File: src/hdl/sudiv_pkg.sv
// shared types and constants for the pipelined 32-bit signed/unsigned divider
// no dependencies; imported by every divider module

package sudiv_pkg;

   // operand and result word width
   localparam int WORD_WIDTH = 32;

   // default number of quotient bits resolved in each pipeline stage
   localparam int STEPS_PER_STAGE_DEFAULT = 2;

   // opcode encodings
   localparam logic OP_SIGNED   = 1'b0;
   localparam logic OP_UNSIGNED = 1'b1;

   // state of one request as it moves down the divide pipeline
   typedef struct packed {
      logic [WORD_WIDTH-1:0] rem;    // partial remainder
      logic [WORD_WIDTH-1:0] dq;     // dividend bits shifting out, quotient bits shifting in
      logic [WORD_WIDTH-1:0] dmag;   // divisor magnitude
      logic                  neg_q;  // negate quotient at the end
      logic                  neg_r;  // negate remainder at the end
   } work_type;

endpackage

File: src/hdl/sudiv_pre.sv
// input stage of the divider: takes operand magnitudes and records result signs
// depends on sudiv_pkg

module sudiv_pre (
   input  logic                            clock,
   input  logic                            reset,
   input  logic                            in_valid,
   input  logic                            opcode,
   input  logic [sudiv_pkg::WORD_WIDTH-1:0] dividend,
   input  logic [sudiv_pkg::WORD_WIDTH-1:0] divisor,
   output logic                            out_valid,
   output sudiv_pkg::work_type             out_work
);
   import sudiv_pkg::*;

   logic     n_neg;
   logic     d_neg;
   logic     valid_ff;
   logic     valid_in;
   work_type work_ff;
   work_type work_in;

   // sign handling; a zero divisor falls out of the array with the right answer
   always_comb begin
      n_neg         = (opcode == OP_SIGNED) && dividend[WORD_WIDTH-1];
      d_neg         = (opcode == OP_SIGNED) && divisor[WORD_WIDTH-1];
      valid_in      = in_valid;
      work_in.rem   = '0;
      work_in.dq    = n_neg ? (~dividend + WORD_WIDTH'(1)) : dividend;
      work_in.dmag  = d_neg ? (~divisor + WORD_WIDTH'(1)) : divisor;
      work_in.neg_q = n_neg ^ d_neg;
      work_in.neg_r = n_neg;
   end

   // valid bit
   always_ff @(posedge clock) begin
      if (reset) begin
         valid_ff <= 1'b0;
      end else begin
         valid_ff <= valid_in;
      end
   end

   // payload
   always_ff @(posedge clock) begin
      work_ff <= work_in;
   end

   assign out_valid = valid_ff;
   assign out_work  = work_ff;

endmodule

File: src/hdl/sudiv_stage.sv
// one pipeline stage of the restoring divide array, resolving STEPS quotient bits
// depends on sudiv_pkg

module sudiv_stage #(
   parameter int STEPS = sudiv_pkg::STEPS_PER_STAGE_DEFAULT
) (
   input  logic                clock,
   input  logic                reset,
   input  logic                in_valid,
   input  sudiv_pkg::work_type in_work,
   output logic                out_valid,
   output sudiv_pkg::work_type out_work
);
   import sudiv_pkg::*;

   logic [WORD_WIDTH-1:0] rem;
   logic [WORD_WIDTH-1:0] dq;
   logic [WORD_WIDTH:0]   trial;
   logic                  valid_ff;
   logic                  valid_in;
   work_type              work_ff;
   work_type              work_in;

   // restoring shift-subtract steps
   always_comb begin
      rem   = in_work.rem;
      dq    = in_work.dq;
      trial = '0;
      for (int k = 0; k < STEPS; k++) begin
         trial = {rem, dq[WORD_WIDTH-1]} - {1'b0, in_work.dmag};
         if (!trial[WORD_WIDTH]) begin
            rem = trial[WORD_WIDTH-1:0];
            dq  = {dq[WORD_WIDTH-2:0], 1'b1};
         end else begin
            rem = {rem[WORD_WIDTH-2:0], dq[WORD_WIDTH-1]};
            dq  = {dq[WORD_WIDTH-2:0], 1'b0};
         end
      end
      valid_in      = in_valid;
      work_in       = in_work;
      work_in.rem   = rem;
      work_in.dq    = dq;
   end

   // valid bit
   always_ff @(posedge clock) begin
      if (reset) begin
         valid_ff <= 1'b0;
      end else begin
         valid_ff <= valid_in;
      end
   end

   // payload
   always_ff @(posedge clock) begin
      work_ff <= work_in;
   end

   assign out_valid = valid_ff;
   assign out_work  = work_ff;

endmodule

File: src/hdl/sudiv_post.sv
// output stage of the divider: applies result signs and registers the response
// depends on sudiv_pkg

module sudiv_post (
   input  logic                             clock,
   input  logic                             reset,
   input  logic                             in_valid,
   input  sudiv_pkg::work_type              in_work,
   output logic                             out_strobe,
   output logic [sudiv_pkg::WORD_WIDTH-1:0] out_quotient,
   output logic [sudiv_pkg::WORD_WIDTH-1:0] out_remainder
);
   import sudiv_pkg::*;

   logic                  strobe_ff;
   logic                  strobe_in;
   logic [WORD_WIDTH-1:0] quotient_ff;
   logic [WORD_WIDTH-1:0] quotient_in;
   logic [WORD_WIDTH-1:0] remainder_ff;
   logic [WORD_WIDTH-1:0] remainder_in;

   // sign fix-up; also yields the fixed divide-by-zero and overflow answers
   always_comb begin
      strobe_in    = in_valid;
      quotient_in  = in_work.neg_q ? (~in_work.dq + WORD_WIDTH'(1)) : in_work.dq;
      remainder_in = in_work.neg_r ? (~in_work.rem + WORD_WIDTH'(1)) : in_work.rem;
   end

   // response strobe
   always_ff @(posedge clock) begin
      if (reset) begin
         strobe_ff <= 1'b0;
      end else begin
         strobe_ff <= strobe_in;
      end
   end

   // response payload
   always_ff @(posedge clock) begin
      quotient_ff  <= quotient_in;
      remainder_ff <= remainder_in;
   end

   assign out_strobe    = strobe_ff;
   assign out_quotient  = quotient_ff;
   assign out_remainder = remainder_ff;

endmodule

File: src/hdl/signed_unsigned_divider_32_unit.sv
// Pipelined 32-bit divider with signed and unsigned modes and defined results for
// divide by zero and signed overflow, no traps. A request is taken in every cycle
// (busy stays low) and its response appears on rsp_strobe after passing through the
// restoring divide array: one input stage, 32/STEPS_PER_STAGE array stages, one
// output stage. Responses come out in request order and are shown for one cycle
// only; the receiver cannot stall them. STEPS_PER_STAGE must divide 32.
// Depends on sudiv_pkg, sudiv_pre, sudiv_stage and sudiv_post.

module signed_unsigned_divider_32_unit #(
   parameter int STEPS_PER_STAGE = sudiv_pkg::STEPS_PER_STAGE_DEFAULT
) (
   input  logic                             clock,
   input  logic                             reset,
   input  logic                             start,
   output logic                             busy,
   input  logic                             req_opcode,
   input  logic [sudiv_pkg::WORD_WIDTH-1:0] req_dividend,
   input  logic [sudiv_pkg::WORD_WIDTH-1:0] req_divisor,
   output logic                             rsp_strobe,
   output logic [sudiv_pkg::WORD_WIDTH-1:0] rsp_quotient,
   output logic [sudiv_pkg::WORD_WIDTH-1:0] rsp_remainder
);
   import sudiv_pkg::*;

   localparam int NUM_STAGES = WORD_WIDTH / STEPS_PER_STAGE;
   localparam int LATENCY    = NUM_STAGES + 2;

   logic     accept;
   logic     pipe_valid [NUM_STAGES+1];
   work_type pipe_work  [NUM_STAGES+1];

   // fully pipelined, so a request is always taken
   assign busy   = 1'b0;
   assign accept = start && !busy;

   // operand magnitudes and signs
   sudiv_pre u_pre (
      .clock     (clock),
      .reset     (reset),
      .in_valid  (accept),
      .opcode    (req_opcode),
      .dividend  (req_dividend),
      .divisor   (req_divisor),
      .out_valid (pipe_valid[0]),
      .out_work  (pipe_work[0])
   );

   // divide array
   for (genvar s = 0; s < NUM_STAGES; s++) begin : g_stage
      sudiv_stage #(
         .STEPS (STEPS_PER_STAGE)
      ) u_stage (
         .clock     (clock),
         .reset     (reset),
         .in_valid  (pipe_valid[s]),
         .in_work   (pipe_work[s]),
         .out_valid (pipe_valid[s+1]),
         .out_work  (pipe_work[s+1])
      );
   end

   // sign fix-up and response register
   sudiv_post u_post (
      .clock         (clock),
      .reset         (reset),
      .in_valid      (pipe_valid[NUM_STAGES]),
      .in_work       (pipe_work[NUM_STAGES]),
      .out_strobe    (rsp_strobe),
      .out_quotient  (rsp_quotient),
      .out_remainder (rsp_remainder)
   );

`ifndef SYNTHESIS
   // every request produces a response once it has passed the whole pipeline
   a_latency_fwd: assert property (@(posedge clock) disable iff (reset)
      accept |-> ##LATENCY rsp_strobe)
      else $error("request did not produce a response on time");

   // no response without a request at the matching cycle
   a_latency_back: assert property (@(posedge clock) disable iff (reset)
      rsp_strobe |-> $past(accept, LATENCY))
      else $error("response without a matching request");

   // unsigned divide with nonzero divisor leaves a remainder below the divisor
   a_unsigned_rem: assert property (@(posedge clock) disable iff (reset)
      (rsp_strobe && ($past(req_opcode, LATENCY) == OP_UNSIGNED)
         && ($past(req_divisor, LATENCY) != '0))
      |-> (rsp_remainder < $past(req_divisor, LATENCY)))
      else $error("unsigned remainder not below divisor");
`endif

endmodule

File: config.mk
export PLATFORM = sky130hd
export DESIGN_NAME = signed_unsigned_divider_32_unit
export DESIGN_NICKNAME = d
export VERILOG_FILES = /design/src/hdl/sudiv_pkg.sv /design/src/hdl/sudiv_pre.sv /design/src/hdl/sudiv_stage.sv /design/src/hdl/sudiv_post.sv /design/src/hdl/signed_unsigned_divider_32_unit.sv
export SDC_FILE = /design/constraint.sdc
export NUM_CORES = 2
export LEC_CHECK = 0
export BUFFER_PORTS_ARGS = -buffer_cell sky130_fd_sc_hd__buf_2
export CAP_MARGIN = 20
export CORE_MARGIN = 3
export CORE_UTILIZATION = 50
export CTS_CLUSTER_SIZE = 14
export DETAILED_ROUTE_END_ITERATION = 10
export GPL_TIMING_DRIVEN = 0
export PLACE_DENSITY = 0.76
export SLEW_MARGIN = 25
export SYNTH_ARGS = -nofsm -noshare
export SYNTH_HDL_FRONTEND = slang
export SYNTH_SLANG_ARGS = --single-unit
File: constraint.sdc
create_clock -name clock -period 9.4 [get_ports clock]
set_input_delay 2.35 -clock clock [delete_from_list [all_inputs] [get_ports clock]]
set_output_delay 2.35 -clock clock [all_outputs]
set_load 0.01 [all_outputs]
==> impl_metrics.py <==
metrics = {
    "floorplan": {
        "die_area_um2": 200000,
        "core_area_um2": 193000,
        "rows": 161,
        "start_util": 0.504,
        "chipHeight_um": 447,
        "die_w_um": 447,
        "pin_count": 134,
    },
    "timing": {
        "setup_viol_count_final": 0,
        "rsz0062_at_grt": "no",
        "maxSlewViolCount": 0,
        "finalCritPeriodShare": 0.960,
        "fin_tns_setup_ns": 0,
        "relSlewSlack": 0.339,
        "finClkSkew_ns": 0.0530,
        "hold_viol": 0,
        "min_period_ns": 9.02,
        "max_freq_mhz": 111,
        "worst_pin_slew_ns": 0.991,
    },
    "setup_path": {
        "endpoint_kind": "flop",
        "cp_max_fo": 10,
        "reg2reg_to": "g_stage[6].u_stage.out_work[93]",
        "path_class": "flop to flop",
        "r2r-start": "g_stage[5].u_stage.out_work[65]",
        "reg2regPathDepth": 33,
        "cp_common_cell": "inv_1",
        "cp_data_required_time_ns": 10.02,
        "cp.arrival_ns": 9.64,
        "slowest_delay_ns": 0.64,
        "rrSetupSlack_ns": 0.38,
        "start_kind": "flop",
        "crit_path_top_delay_cell": "dfxtp_1",
    },
    "yosys": {
        "yosys.area_share.xor_xnor": 0.0886,
        "syn_inst": 10900,
        "ys.flop_type": "dfxtp_1",
        "synth_simple_gate_area_frac": 0.116,
        "synth.distinct_cells": 105,
        "synth-adder-area-share": 0.135,
        "syn_avg_cell_area_um2": 8.94,
        "synth_edf_count": 0,
        "ys_warn_count": 0,
        "synth_area_um2": 97200,
        "synth_top_family_by_area": "compound AO/OA/AOI/OAI gates",
        "async_flop_share": 0,
        "yosysSeqAreaShare": 0.347,
        "synth_compound_area_frac": 0.211,
        "ys_ff_latch": 1684,
        "synthMuxAreaShare": 0.0604,
    },
    "cts": {
        "clkSinkCount": 1684,
        "cts_max_level": 4,
        "cts_buffers": 177,
        "clkTransAtPathRegs_ns": 0.06,
        "clk_latency_ns": 0.85,
        "cts_hold_buf": 0,
        "clockBufferDepth": 3,
        "clockRootBuffer": "clkbuf_16",
        "tritoncts": "built",
    },
    "grt": {
        "antenna_found_initial": 12,
        "grt_first_pass_wirelength_um": 410000,
        "overflow": 0,
        "grt_max_degree": 17,
        "grtUsageTotal": 0.255,
        "grt_pass1_vias": 77000,
    },
    "placed_design": {
        "gp_congestion": 0.969,
        "dp_hpwl_um": 214000,
        "port_buffers": 132,
    },
    "layout": {
        "drive_above_1_share": 0.0892,
        "final_cell_mix": "dfxtp_1 (1,684), ha_1 (998), a21oi_1 (906)",
        "final_common_cell": "dfxtp_1",
        "final_net_count": 12300,
        "area_growth_pct": 10.7,
    },
    "routing": {
        "drt-vias-per-instance": 5.73,
        "drt-pass1-iter-count": 6,
        "drtIter0Drc": 6077,
        "drc": 0,
        "vias": 79500,
        "finalWirelength_um": 263000,
        "wl_per_cell_um": 18.9,
        "ant_nets": 0,
    },
    "hold_path": {
        "hp-start": "g_stage[8].u_stage.out_work[60]",
        "hold_depth": 0,
        "hp-class": "flop to flop",
        "worstHoldEndpoint": "g_stage[9].u_stage.out_work[62]",
    },
    "outcome": {
        "outcome": "completed",
    },
    "job": {
        "drv_cap": 0,
    },
}
worst max-delay path by stage:
stage	from	to	slack [ns]	depth (start not counted)
floorplan	g_stage[8].u_stage.out_work[2]	g_stage[9].u_stage.out_work[90]	2.40	29
global placement	g_stage[0].u_stage.out_work[2]	g_stage[1].u_stage.out_work[96]	-0.25	28
detailed placement	g_stage[14].u_stage.out_work[2]	g_stage[15].u_stage.out_work[90]	-0.33	28
CTS	g_stage[0].u_stage.out_work[2]	g_stage[1].u_stage.out_work[96]	0.06	28
global route	g_stage[7].u_stage.out_work[65]	g_stage[8].u_stage.out_work[94]	0.005	30
finish	g_stage[5].u_stage.out_work[65]	g_stage[6].u_stage.out_work[93]	0.38	33
logic make-up (layout without fill, tap and decap cells):
family	after synthesis	count (layout)
adder cells (fa/ha/maj)	1030	1030
buffers and inverters	1062	1524
flip-flops	1684	1684
multiplexers	527	527
other	1	26
AO/OA/AOI/OAI	3196	3196
XOR/XNOR	975	975
AND/OR/NAND/NOR	2393	2393
cell usage after synthesis (all sizes together), types with 44 or more instances:
| cell | instances | area [um^2] |
|---|---|---|
| a211oi | 103 | 778 |
| a21o | 506 | 3800 |
| a21oi | 911 | 4570 |
| a221o | 59 | 591 |
| a221oi | 44 | 392 |
| a31oi | 94 | 594 |
| and2 | 46 | 288 |
| and3 | 82 | 513 |
| buf | 53 | 284 |
| clkbuf | 181 | 681 |
| dfxtp | 1684 | 33700 |
| ha | 998 | 12500 |
| inv | 826 | 3100 |
| mux2 | 465 | 5240 |
| mux2i | 62 | 633 |
| nand2 | 760 | 2860 |
| nand2b | 132 | 826 |
| nand3 | 161 | 806 |
| nand4 | 64 | 400 |
| nor2 | 615 | 2310 |
| nor2b | 160 | 1000 |
| nor3 | 152 | 772 |
| o211ai | 46 | 345 |
| o21a | 169 | 1270 |
| o21ai | 726 | 3640 |
| o21bai | 110 | 826 |
| o31ai | 76 | 576 |
| or3 | 60 | 375 |
| xnor2 | 652 | 5760 |
| xor2 | 323 | 2860 |
metal layers:
layer	wire, um	track usage	part of all wire
met2	119000	0.417	0.45
met3	15200	0.0356	0.058
met1	120000	0.342	0.45
met5	27	0	0.00010
met4	9240	0.0905	0.035
sequential cells by signal, indices dropped and copies added, names as in the netlist:
signal,cells
g_stage.u_stage.out_valid,16
u_post.out_remainder,32
u_pre.out_work,66
u_post.out_quotient,32
u_pre.out_valid,1
u_post.out_strobe,1
g_stage.u_stage.out_work,1536
timing repair:
action,CTS,global route
gates resized for setup,4,63
endpoints found under the setup margin,61,278
setup buffers,0,6
pin swaps,0,2
final cells by class:
type                    count  area [um^2]
multi-input cells        8137        59600
repair buffers            141          739
fillers                 17200        85200
well taps                2526         3160
flip-flops and latches   1684        33700
clock inverters            88         1270
diodes                     10         25.0
clock buffers             234         4920
plain buffers             233         1000
inverters                 828         3110
critical path: cells and delay by family (launching register included):
kind                     cells  cell delay, ns
AO/OA/AOI/OAI               17            4.50
buffers and inverters        7            1.20
AND/OR/NAND/NOR              4            0.95
adder cells (fa/ha/maj)      3            0.77
flip-flops                   1            0.64
multiplexers                 1            0.51
XOR/XNOR                     1            0.23
per-stage QoR:
| stage | std cells | setup WS [ns] | area, um^2 | utilization | hold WS [ns] |
|---|---|---|---|---|---|
| after floorplan | 10900 | 2.40 | 97200 | - | 0.310 |
| after global placement | 13500 | -0.247 | 101000 | 0.524 | 0.310 |
| after detailed placement | 13500 | -0.328 | 101000 | 0.525 | 0.312 |
| after CTS | 13900 | 0.0560 | 107000 | 0.557 | 0.320 |
| after global routing | 13900 | 0.00537 | 108000 | 0.558 | 0.320 |
| final | 13900 | 0.379 | 108000 | 0.558 | 0.315 |
Power is left out: the tool's default activity adds up to more than one toggle a clock period on the data nets, which glitch-free logic cannot reach.
